--- src/design/assert_macros.svh ---
// Assertion macros shared by the decoder modules.
// Each macro samples on the rising edge of clk and is switched off while arst_n is low.
`ifndef ASSERT_MACROS_SVH
`define ASSERT_MACROS_SVH

// The property must hold at every sampled edge.
`define ASSERT_CHECK(label, prop) \
	label: assert property (@(posedge clk) disable iff (!arst_n) (prop)) \
		else $error("check failed");

// The expression must never be true.
`define ASSERT_NEVER(label, expr) \
	label: assert property (@(posedge clk) disable iff (!arst_n) !(expr)) \
		else $error("forbidden condition seen");

`endif

--- src/design/u8d_pkg.sv ---
`default_nettype none

package u8d_pkg;

	localparam int unsigned CpW  = 21;
	localparam int unsigned CntW = 3;

	localparam logic [7:0] ContLo      = 8'h80;
	localparam logic [7:0] ContHi      = 8'hBF;
	localparam logic [7:0] BadLo       = 8'hF5;
	localparam logic [7:0] Lead4Lo     = 8'hF0;
	localparam logic [7:0] Lead3Lo     = 8'hE0;
	localparam logic [7:0] Lead4Mask   = 8'h07;
	localparam logic [7:0] Lead3Mask   = 8'h0F;
	localparam logic [7:0] Lead2Mask   = 8'h1F;
	localparam logic [7:0] ContMask    = 8'h3F;
	localparam logic [CpW-1:0] CpLimit = 21'h110000;
	localparam logic [CpW-1:0] SurLo   = 21'h00D800;
	localparam logic [CpW-1:0] SurHi   = 21'h00DFFF;

	typedef struct packed {
		logic [CpW-1:0]  code_point;
		logic            is_error;
		logic [CntW-1:0] byte_count;
		logic            last_result;
	} result_t;

	// Up to two results from one byte; num is 0, 1 or 2.
	typedef struct packed {
		logic [1:0] num;
		result_t    r0;
		result_t    r1;
	} pair_t;

endpackage

`default_nettype wire

--- src/design/u8d_decode.sv ---
`default_nettype none

// Sequence state and the per-byte decision logic.
module u8d_decode (
	input  wire logic          clk,
	input  wire logic          arst_n,
	input  wire logic          step,
	input  wire logic [7:0]    data_byte,
	input  wire logic          end_of_string,
	output u8d_pkg::pair_t     pair
);

	logic [1:0]                pend_q;
	logic [2:0]                len_q;
	logic [u8d_pkg::CpW-1:0]   acc_q;
	logic                      skip_q;

	logic [1:0]                pend_d;
	logic [2:0]                len_d;
	logic [u8d_pkg::CpW-1:0]   acc_d;
	logic                      skip_d;

	// What the byte would do if no sequence were open.
	logic                      f_res;
	u8d_pkg::result_t          f_r;
	logic [1:0]                f_pend;
	logic [2:0]                f_len;
	logic [u8d_pkg::CpW-1:0]   f_acc;
	logic                      f_skip;

	logic                      is_cont;
	logic                      is_skip;
	logic [u8d_pkg::CpW-1:0]   acc_next;
	logic                      bad_value;
	logic                      r0_v;
	logic                      r1_v;
	u8d_pkg::result_t          r0;
	u8d_pkg::result_t          r1;
	u8d_pkg::result_t          err_r;

	always_comb begin
		is_cont = data_byte inside {[u8d_pkg::ContLo:u8d_pkg::ContHi]};
		is_skip = is_cont || (data_byte inside {[u8d_pkg::BadLo:8'hFF]});
		acc_next = {acc_q[u8d_pkg::CpW-7:0], data_byte[5:0]};
		bad_value = (acc_next >= u8d_pkg::CpLimit) ||
			((acc_next >= u8d_pkg::SurLo) && (acc_next <= u8d_pkg::SurHi));
		err_r = '{code_point: '0, is_error: 1'b1, byte_count: '0, last_result: 1'b0};
	end

	always_comb begin
		f_res  = 1'b1;
		f_r    = err_r;
		f_pend = 2'd0;
		f_len  = 3'd0;
		f_acc  = '0;
		f_skip = 1'b0;
		if (!data_byte[7]) begin
			f_r = '{code_point: {13'd0, data_byte}, is_error: 1'b0,
				byte_count: 3'd1, last_result: 1'b0};
		end else if (is_skip) begin
			f_skip = !end_of_string;
		end else begin
			if (data_byte >= u8d_pkg::Lead4Lo) begin
				f_acc  = {13'd0, data_byte & u8d_pkg::Lead4Mask};
				f_pend = 2'd3;
				f_len  = 3'd4;
			end else if (data_byte >= u8d_pkg::Lead3Lo) begin
				f_acc  = {13'd0, data_byte & u8d_pkg::Lead3Mask};
				f_pend = 2'd2;
				f_len  = 3'd3;
			end else begin
				f_acc  = {13'd0, data_byte & u8d_pkg::Lead2Mask};
				f_pend = 2'd1;
				f_len  = 3'd2;
			end
			// A lead byte on the last byte of a string is a truncated sequence.
			f_res = end_of_string;
		end
	end

	always_comb begin
		pend_d = pend_q;
		len_d  = len_q;
		acc_d  = acc_q;
		skip_d = skip_q;
		r0_v   = 1'b0;
		r1_v   = 1'b0;
		r0     = err_r;
		r1     = f_r;
		if (pend_q != 2'd0) begin
			if (is_cont) begin
				acc_d  = acc_next;
				pend_d = pend_q - 2'd1;
				if (pend_q == 2'd1) begin
					r0_v = 1'b1;
					if (!bad_value) begin
						r0 = '{code_point: acc_next, is_error: 1'b0,
							byte_count: len_q, last_result: 1'b0};
					end
					pend_d = 2'd0;
					len_d  = 3'd0;
					acc_d  = '0;
				end else if (end_of_string) begin
					r0_v = 1'b1;
				end
			end else begin
				// Broken sequence: report it, then decode the byte afresh.
				r0_v   = 1'b1;
				r1_v   = f_res;
				pend_d = f_pend;
				len_d  = f_len;
				acc_d  = f_acc;
				skip_d = f_skip;
			end
		end else if (skip_q && is_skip) begin
			skip_d = skip_q;
		end else begin
			r0_v   = f_res;
			r0     = f_r;
			pend_d = f_pend;
			len_d  = f_len;
			acc_d  = f_acc;
			skip_d = f_skip;
		end
		if (end_of_string) begin
			pend_d = 2'd0;
			len_d  = 3'd0;
			acc_d  = '0;
			skip_d = 1'b0;
		end
	end

	always_comb begin
		pair.num = {1'b0, r0_v} + {1'b0, r1_v};
		pair.r0  = r0_v ? r0 : r1;
		pair.r1  = r1;
		pair.r0.last_result = !(r0_v && r1_v);
		pair.r1.last_result = 1'b1;
	end

	always_ff @(posedge clk or negedge arst_n) begin
		if (!arst_n) begin
			pend_q <= 2'd0;
			len_q  <= 3'd0;
			acc_q  <= '0;
			skip_q <= 1'b0;
		end else if (step) begin
			pend_q <= pend_d;
			len_q  <= len_d;
			acc_q  <= acc_d;
			skip_q <= skip_d;
		end
	end

`include "assert_macros.svh"

	`ASSERT_CHECK(a_len_covers_pend, (pend_q != 2'd0) |-> (len_q == ({1'b0, pend_q} + 3'd1) || len_q > {1'b0, pend_q}))
	`ASSERT_NEVER(a_skip_in_seq, skip_q && (pend_q != 2'd0))

endmodule

`default_nettype wire

--- src/design/u8d_out.sv ---
`default_nettype none

// Result register: holds the results of one byte and hands them out one per transfer.
module u8d_out (
	input  wire logic              clk,
	input  wire logic              arst_n,
	input  wire logic              load,
	input  wire u8d_pkg::pair_t    pair,
	output logic                   can_load,
	output logic                   res_valid,
	input  wire logic              res_ready,
	output u8d_pkg::result_t       res
);

	logic             v0_q;
	logic             v1_q;
	u8d_pkg::result_t r0_q;
	u8d_pkg::result_t r1_q;
	logic             take;

	always_comb begin
		res_valid = v0_q || v1_q;
		res       = v0_q ? r0_q : r1_q;
		take      = res_valid && res_ready;
		// Free, or the only result left leaves in this cycle.
		can_load  = !res_valid || (take && (v0_q ^ v1_q));
	end

	always_ff @(posedge clk or negedge arst_n) begin
		if (!arst_n) begin
			v0_q <= 1'b0;
			v1_q <= 1'b0;
		end else if (load) begin
			v0_q <= pair.num != 2'd0;
			v1_q <= pair.num == 2'd2;
		end else if (take) begin
			if (v0_q) begin
				v0_q <= 1'b0;
			end else begin
				v1_q <= 1'b0;
			end
		end
	end

	always_ff @(posedge clk) begin
		if (load) begin
			r0_q <= pair.r0;
			r1_q <= pair.r1;
		end
	end

`include "assert_macros.svh"

	`ASSERT_CHECK(a_pair_loaded, (load && pair.num == 2'd2) |=> (v0_q && v1_q))
	`ASSERT_CHECK(a_err_zero, (res_valid && res.is_error) |-> ({res.code_point, res.byte_count} == '0))
	`ASSERT_NEVER(a_load_busy, load && res_valid && !(res_ready && (v0_q ^ v1_q)))

endmodule

`default_nettype wire

--- src/design/utf8_stream_decoder.sv ---
// UTF-8 stream decoder. Bytes arrive one per transfer on the s_ side, with s_tlast marking the
// final byte of a string, and decoded results leave one per transfer on the m_ side. A result
// is either a Unicode scalar value with the number of bytes it used, or an error with code point
// and byte count both zero; m_tlast marks the final result caused by a given input byte. Most
// bytes give at most one result, but a byte that breaks an open sequence gives an error and is
// then decoded again, so it may give two. Overlong forms are accepted; values at or above 0x110000
// and surrogates are errors. The block sustains one byte per clock cycle while m_tready stays high
// and each byte gives at most one result; a byte that gives two results holds the input back, as
// the result register hands out one result per cycle. A byte passes through the input register
// and then the result register before its first result is offered on the m_ side.
`default_nettype none

module utf8_stream_decoder (
	input  wire logic        clk,
	input  wire logic        arst_n,
	input  wire logic        s_tvalid,
	output logic             s_tready,
	input  wire logic [7:0]  s_tdata,   // [7:0] data_byte
	input  wire logic        s_tlast,   // end_of_string
	output logic             m_tvalid,
	input  wire logic        m_tready,
	output logic [31:0]      m_tdata,   // [20:0] code_point, [21] is_error, [24:22] byte_count
	output logic             m_tlast    // last_result
);

	// Input register: a byte waits here while the result register is still busy.
	logic             vld_s1;
	logic [7:0]       byte_s1;
	logic             eos_s1;

	logic             advance;
	logic             can_load;
	u8d_pkg::pair_t   pair;
	u8d_pkg::result_t res;

	// The decoder state steps and the result register loads in the same cycle.
	assign advance  = vld_s1 && can_load;
	assign s_tready = !vld_s1 || advance;

	always_ff @(posedge clk or negedge arst_n) begin
		if (!arst_n) begin
			vld_s1 <= 1'b0;
		end else if (s_tready) begin
			vld_s1 <= s_tvalid;
		end
	end

	always_ff @(posedge clk) begin
		if (s_tready && s_tvalid) begin
			byte_s1 <= s_tdata;
			eos_s1  <= s_tlast;
		end
	end

	u8d_decode u_decode (
		.clk           (clk),
		.arst_n        (arst_n),
		.step          (advance),
		.data_byte     (byte_s1),
		.end_of_string (eos_s1),
		.pair          (pair)
	);

	u8d_out u_out (
		.clk       (clk),
		.arst_n    (arst_n),
		.load      (advance),
		.pair      (pair),
		.can_load  (can_load),
		.res_valid (m_tvalid),
		.res_ready (m_tready),
		.res       (res)
	);

	// Results are packed from the lowest bit up; the upper bits are padding.
	assign m_tdata = {7'd0, res.byte_count, res.is_error, res.code_point};
	assign m_tlast = res.last_result;

endmodule

`default_nettype wire
--- config.mk ---
export PLATFORM = sky130hd
export DESIGN_NAME = utf8_stream_decoder
export DESIGN_NICKNAME = d
export VERILOG_FILES = /design/src/design/u8d_pkg.sv /design/src/design/u8d_decode.sv /design/src/design/u8d_out.sv /design/src/design/utf8_stream_decoder.sv
export VERILOG_INCLUDE_DIRS = /design/src /design/src/design
export SDC_FILE = /design/constraint.sdc
export NUM_CORES = 1
export LEC_CHECK = 0
export BUFFER_PORTS_ARGS = -buffer_cell sky130_fd_sc_hd__buf_2
export CORE_AREA = 8 8 96 98
export DETAILED_ROUTE_END_ITERATION = 16
export DIE_AREA = 0 0 104 106
export HOLD_SLACK_MARGIN = 0.08
export PLACE_DENSITY = 0.8
export SETUP_SLACK_MARGIN = 0.5
export SYNTH_ARGS = -nofsm -noshare
export SYNTH_HDL_FRONTEND = slang
export SYNTH_HIERARCHICAL = 1
export SYNTH_SLANG_ARGS = --single-unit
export TNS_END_PERCENT = 100
--- constraint.sdc ---
create_clock -name clk -period 4.3 [get_ports clk]
set_input_delay 1.29 -clock clk [delete_from_list [all_inputs] [get_ports clk]]
set_output_delay 1.29 -clock clk [all_outputs]
set_load 0.005 [all_outputs]
==> metrics.txt, run 1 <==
Synth Flop Type=edfxtp_1; syn avg cell area=13.80 um2; core area=7845 um2; leading post-synthesis cells by cell area=edfxtp_1 (44%), dfrtp_1 (15%), mux2_4 (6.6%), buf_4 (4.9%), mux2_2 (4.6%); cell count after synthesis=299; DRC=0; routed wire length per instance=14.69 um; antenna-violating nets left=0; top cell type by total area after synthesis=edfxtp_1; CP endpoint kind=output port; leak pwr=1.857 nW; VDD IR-drop max=368.2 uV; Final setup viols=0; Synth cell types=53; Slew headroom=45.35%; # fillers=655; IO Count=48; vias per cell=4.908; CP Launch Type=primary input; Rows=33; metal3 WL=422 um; met2 WL=3156 um; Num CTS Buffers=9; R2R depth=8; count leader, synth=edfxtp_1; aggregate routed wire length=6552 um; Final Critical Period=3.070 ns; CP Data Required Time=3.01 ns; Post-synth top cells=edfxtp_1 (61), buf_4 (27), dfrtp_1 (24); unrepaired setup endpoints after global routing=no; status=finished clean; post-CTS resize count=0; synth warn=6; Initial Utilization=52.58%; CP arrival=1.78 ns; CTS sink count=85; post-synth top area share=44.40%; layout cells sized above 1=31.38%; DRT iter0 DRCs=145; ant diodes=0; Post-synth EDFFs=61; Final Hold Violating Endpoints=0; wl on met1=2874 um; H-tree Lvls=3; vias=2189; TNS Setup=0 ns; GRT Total Usage=12.00%; Max Slew Vio Count=0; I/O Buffers=40; Worst-Skew Late Latency=0.35 ns; vias in the first global route=2220; CTS Buffer Depth=2; FMAX=325.8 MHz; DR pass1 iterations=4; fin crit share=71.39%; Overflow after GRT=0; Setup Skew=0.006916 ns; post-synthesis async set-or-reset flop share=28.24%; R2R setup slack=1.58 ns; Layout area overhead=8.098%; Post-CTS Setup Bufs=0; Slew @ Worst Pin=0.8171 ns; CTS tree=done; GPL Wtd Cong=0.9184; sequential-to-total area share from yosys stat=58.96%; Hold Path Stages=2; CTS clk-pin slew, worst paths=0.08 ns; hold_buf cts=0; Cell Area, Synth=4125 um2; CTS root buffer=clkbuf_8; Min-Delay Path Class=register to register; Pwr Density=669.3 nW/um2; Hold Slack=0.5110 ns; largest net degree at the start of global routing=27; crit-path max FO=3; hpwl dp=4586 um; hold-critical path endpoint=u_decode/len_q[1]; die height=106 um; FF-to-FF Start=u_decode/pend_q[0]; initial antenna violation count=0; fin nets=353; Die X=104 um; Hold Startpoint=u_decode/len_q[1]; Die ar.=11020 um2; first-pass GRT wire length=10610 um; uppermost layer routed=met4; Synth Register Bits=85; Crit Path Class=primary input to output port; max-cap violation count=0; Reg-to-Reg End=u_out/v0_q
-- power breakdown --
| part | total (W) | switching [W] | internal [W] |
|---|---|---|---|
| logic | 0.00110 | 0.000562 | 0.000541 |
| clock network | 0.000548 | 0.000255 | 0.000294 |
| registers | 0.00133 | 0.000110 | 0.00122 |
-- cell type report --
cell class | count | area (um2) | share of cell area, %
tap | 105 | 131.4 | 2.946
timing repair buffer | 44 | 230.2 | 5.163
multi-input combinational | 175 | 1380 | 30.95
inverter | 21 | 83.83 | 1.880
sequential | 85 | 2432 | 54.55
clock buffer | 16 | 201.4 | 4.517
-- cell usage in the layout (no fill, tap or decap), drive strengths merged, types with 2 or more instances in the layout --
cell type,netlist,final
nand3b,2,2
conb,3,24
nor3,5,5
a21oi,7,7
a211oi,2,2
edfxtp,61,61
o31ai,2,2
nor3b,2,2
a22o,2,2
o21a,6,6
ha,4,4
nor2b,7,7
buf,36,44
mux2i,11,11
and2,17,17
dfrtp,24,24
or3,2,2
nand2,16,16
o21ai,8,8
clkbuf,3,16
nor4,2,2
mux2,35,35
nor2,6,6
inv,21,21
nand2b,4,4
-- logic make-up (layout without fill, tap and decap cells) --
family | after synthesis | in the layout | synth area share (%)
AO/OA/AOI/OAI | 34 | 34 | 6.340
adder cells (fa/ha/maj) | 4 | 4 | 1.213
buffers and inverters | 60 | 81 | 9.523
flip-flops | 85 | 85 | 58.96
multiplexers | 46 | 46 | 13.86
other | 3 | 24 | 0.2730
AND/OR/NAND/NOR | 67 | 67 | 9.827
-- metrics by stage --
| step | utilization (%) | total power [W] | worst slack (ns) | instance area (um2) | cells |
|---|---|---|---|---|---|
| 2_1_floorplan | - | 0.002197 | 0.5398 | 4204 | 320 |
| 3_3_place_gp | 54.27 | 0.002439 | 1.175 | 4258 | 430 |
| 3_5_place_dp | 54.27 | 0.002474 | 1.068 | 4258 | 430 |
| 4_1_cts | 56.84 | 0.003027 | 1.188 | 4459 | 446 |
| 5_1_grt | 56.84 | 0.003166 | 1.123 | 4459 | 446 |
| 6_report | 56.84 | 0.002985 | 1.230 | 4459 | 446 |
-- layer usage --
metal  vias to the layer above  GRT usage (%)
met3                         6          3.993
met5                         -              0
met2                        66          19.52
li1                       1072              -
met1                      1045          13.83
met4                         0          6.515
-- state kept, by name, summed over array words and instances (netlist names) --
signal           flops
u_out/r0_q          26
u_out/r1_q          26
u_decode/acc_q      15
byte_s1              8
u_decode/len_q       3
u_decode/pend_q      2
eos_s1               1
u_decode/skip_q      1
u_out/v0_q           1
u_out/v1_q           1
vld_s1               1
-- how the worst max path moves through the flow --
stage | startpoint | to | depth (start not counted)
5_1_grt | u_out/v0_q | m_tdata[22] | 3
2_1_floorplan | m_tready | u_decode/acc_q[11] | 6
6_report | m_tready | s_tready | 5
4_1_cts | u_out/v0_q | m_tdata[18] | 3
3_5_place_dp | m_tready | u_decode/len_q[2] | 8
3_3_place_gp | m_tready | u_decode/len_q[2] | 8
-- critical path: stages --
cell and delay, ns:
buf_2 0.11, nand2_1 0.06, nand2_1 0.06, nand2b_4 0.14, buf_2 0.12
No activity file was read; power rests on OpenSTA's default activity.
==> run 2: changes to the inputs <==
--- a/config.mk
+++ b/config.mk
@@ -6,12 +6,13 @@
 export SDC_FILE = /design/constraint.sdc
 export NUM_CORES = 1
 export LEC_CHECK = 0
+export ABC_AREA = 1
 export BUFFER_PORTS_ARGS = -buffer_cell sky130_fd_sc_hd__buf_2
-export CORE_AREA = 8 8 96 98
+export CORE_AREA = 8 8 98 100
 export DETAILED_ROUTE_END_ITERATION = 16
-export DIE_AREA = 0 0 104 106
+export DIE_AREA = 0 0 106 108
 export HOLD_SLACK_MARGIN = 0.08
-export PLACE_DENSITY = 0.8
+export PLACE_DENSITY = 0.79
 export SETUP_SLACK_MARGIN = 0.5
 export SYNTH_ARGS = -nofsm -noshare
 export SYNTH_HDL_FRONTEND = slang
==> constraint.sdc (replaced) <==
create_clock -name clk -period 2.48 [get_ports clk]
set_input_delay 0.744 -clock clk [delete_from_list [all_inputs] [get_ports clk]]
set_output_delay 0.744 -clock clk [all_outputs]
set_load 0.005 [all_outputs]
==> run 2 against run 1 <==
Worst setup slack worse by 0.91 ns; sequential power is 73% higher; synthesized cell count is 38% higher; highest routed layer unchanged.
==> metrics.txt, run 2 <==
GRT Total Usage=13.30% (+1.3 points); IO Count=48 (unchanged); Synth cell types=29 (-45%); vias per cell=4.783 (-2.5%); Initial Utilization=51.13% (-1.5 points); hold_buf cts=0 (unchanged); Setup Skew=0.009372 ns (+0.002457 ns); core area=8051 um2 (+2.6%); CP Launch Type=register; FF-to-FF Start=u_out/v0_q; Slew headroom=63.64% (+18 points); metal3 WL=379 um (-10%); first-pass GRT wire length=12010 um (+13%); I/O Buffers=40 (unchanged); Layout area overhead=15.29%; die height=108 um (+1.9%); CTS clk-pin slew, worst paths=0.08 ns (about the same); CP Data Required Time=1.74 ns (-1.27 ns); worst setup margin=0.3156 ns (-0.9146 ns); Overflow after GRT=0 (unchanged); CP arrival=1.42 ns (-0.36 ns); total power draw=0.005630 W (+89%); FMAX=462.0 MHz; GPL Wtd Cong=0.8636 (-6.0%); sequential-to-total area share from yosys stat=59.09% (+0.13 points); Final Critical Period=2.164 ns; Num CTS Buffers=9 (unchanged); CTS Buffer Depth=2 (unchanged); worst-path cell chain=inv_8, ha_4, nand2_2, nand2_2, inv_2, nand2_2, buf_6; Cell Area, Synth=4116 um2 (-0.21%); family with the most delay on the worst path=flip-flops; vias=2779 (+27%); Min-Delay Path Class=primary input to asynchronous set/reset pin; vias in the first global route=2508 (+13%); fin crit share=87.27%; syn avg cell area=9.967 um2 (-28%); uppermost layer routed=met4; hpwl dp=5067 um (+10%); wl on met1=3426 um (+19%); Synth Flop Type=edfxtp_1; R2R depth=13 (+5); Synth Register Bits=85 (unchanged); Rows=33 (unchanged); Final Hold Violating Endpoints=0 (unchanged); DRC=0 (unchanged); met2 WL=4029 um (+28%); CP bufs+invs=3 (+1); synth warn=6 (unchanged); leading registers by flop count=u_out/r0_q (26), u_out/r1_q (26), u_decode/acc_q (15); critical path's most frequent cell=nand2_2; DR pass1 iterations=5 (+1); most frequent cells in the layout=nand2_1 (129), edfxtp_1 (61), inv_1 (41); CTS sink count=85 (unchanged); Worst path slowest cell=dfrtp_2; Post-synth EDFFs=61 (unchanged); VDD IR-drop max=544.4 uV (+48%); Crit Path Class=register to output port; DRT iter0 DRCs=181 (+25%); R2R setup slack=0.65 ns (-0.93 ns); layout cells sized above 1=26.68% (-4.7 points); Slew @ Worst Pin=0.5454 ns (-0.2717 ns); Worst-Skew Late Latency=0.36 ns (about the same); leak pwr=2.118 nW (+14%); Reg-to-Reg End=u_out/v1_q; crit-path max FO=2 (-1); max-cap violation count=0 (unchanged); Final setup viols=0 (unchanged); status=finished clean; antenna-violating nets left=0 (unchanged); Pwr Density=1186 nW/um2 (+77%); count leader, synth=nand2_1; post-synth top area share=44.50% (+0.094 points); Post-synth top cells=nand2_1 (141), edfxtp_1 (61), inv_1 (44); H-tree Lvls=3 (unchanged); leading post-synthesis cells by cell area=edfxtp_1 (44%), dfrtp_1 (15%), nand2_1 (13%), buf_4 (5.1%), inv_1 (4.0%); final design utilization=58.94% (+2.1 points); CTS root buffer=clkbuf_8; Die X=106 um (+1.9%); unrepaired setup endpoints after global routing=yes; most common cell after layout, fill and taps aside=nand2_1; CTS tree=done; Layout Cells excl Fill=581 (+30%); Die ar.=11450 um2 (+3.8%); post-synthesis async set-or-reset flop share=28.24% (unchanged); initial antenna violation count=0 (unchanged); cell count after synthesis=413 (+38%); dpl ws=0.4257 ns (-0.6421 ns); aggregate routed wire length=7944 um (+21%); top cell type by total area after synthesis=edfxtp_1; routed wire length per instance=13.67 um (-6.9%); Max Slew Vio Count=0 (unchanged); Max stage delay on crit path=0.46 ns (+0.32 ns); dpl cells=547 (+27%); CP endpoint kind=output port; ant diodes=0 (unchanged); fin nets=488 (+38%); largest net degree at the start of global routing=34 (+26%)
run 2: cell count changes in the layout (fill, tap and decap cells not counted), sizes merged, moves of 15 or more:
cell	delta
and2	-17
inv	+25
mux2	-35
nand2	+137
nand3	+15
nor2	+32
run 2: cell families after synthesis:
logic type	synth area share (%)
other	0.2735
AO/OA/AOI/OAI	4.529
AND/OR/NAND/NOR	22.67
adder cells (fa/ha/maj)	1.216
buffers and inverters	12.22
flip-flops	59.09
run 2: layout make-up:
class                      instances  area (um2)
tap                              105       131.4
inverter                          47       191.4
timing repair buffer              59       442.9
clock inverter                     6       88.84
timing repair inverter             2       13.76
sequential                        85        2434
clock buffer                      10       127.6
fill                             640        3306
multi-input combinational        267        1316
run 2: worst max path at each step:
stage / startpoint / to / slack (ns) / cells past startpoint
2_1_floorplan: u_out/v0_q / u_decode/acc_q[0] / -0.01 / 12
3_3_place_gp: m_tready / s_tready / 0.47 / 6
3_5_place_dp: byte_s1[7] / u_out/v0_q / 0.43 / 9
4_1_cts: u_out/v0_q / s_tready / 0.32 / 7
5_1_grt: u_out/v0_q / s_tready / 0.25 / 7
6_report: u_out/v0_q / s_tready / 0.32 / 7
run 2: report_power, final:
part	switching (W)	total, W	internal (W)
logic	0.00136	0.00228	0.000922
registers	0.000193	0.00230	0.00210
clock network	0.000483	0.00105	0.000567
total	0.00204	0.00563	0.00359
run 2: routing by layer:
layer | GRT usage [%] | up-vias
li1 | - | 1383
met1 | 16.00 | 1322
met2 | 21.85 | 62
met3 | 4.105 | 12
met4 | 5.528 | 0
met5 | 0 | -
run 2: through the flow:
| stage | instance area (um2) | TNS, ns | hold WS, ns |
|---|---|---|---|
| after floorplan | 4234 | -0.1550 | 0.4419 |
| after global placement | 4289 | 0 | 0.4607 |
| after detailed placement | 4289 | 0 | 0.4644 |
| after CTS | 4592 | 0 | 0.3753 |
| after global routing | 4746 | 0 | 0.4000 |
| final | 4746 | 0 | 0.3673 |
run 2: repair_timing:
item	CTS	global route
pin swaps	2	1
cloned	1	5
setup buffers	7	5
resized for setup	9	6
endpoints found under the setup margin	45	58
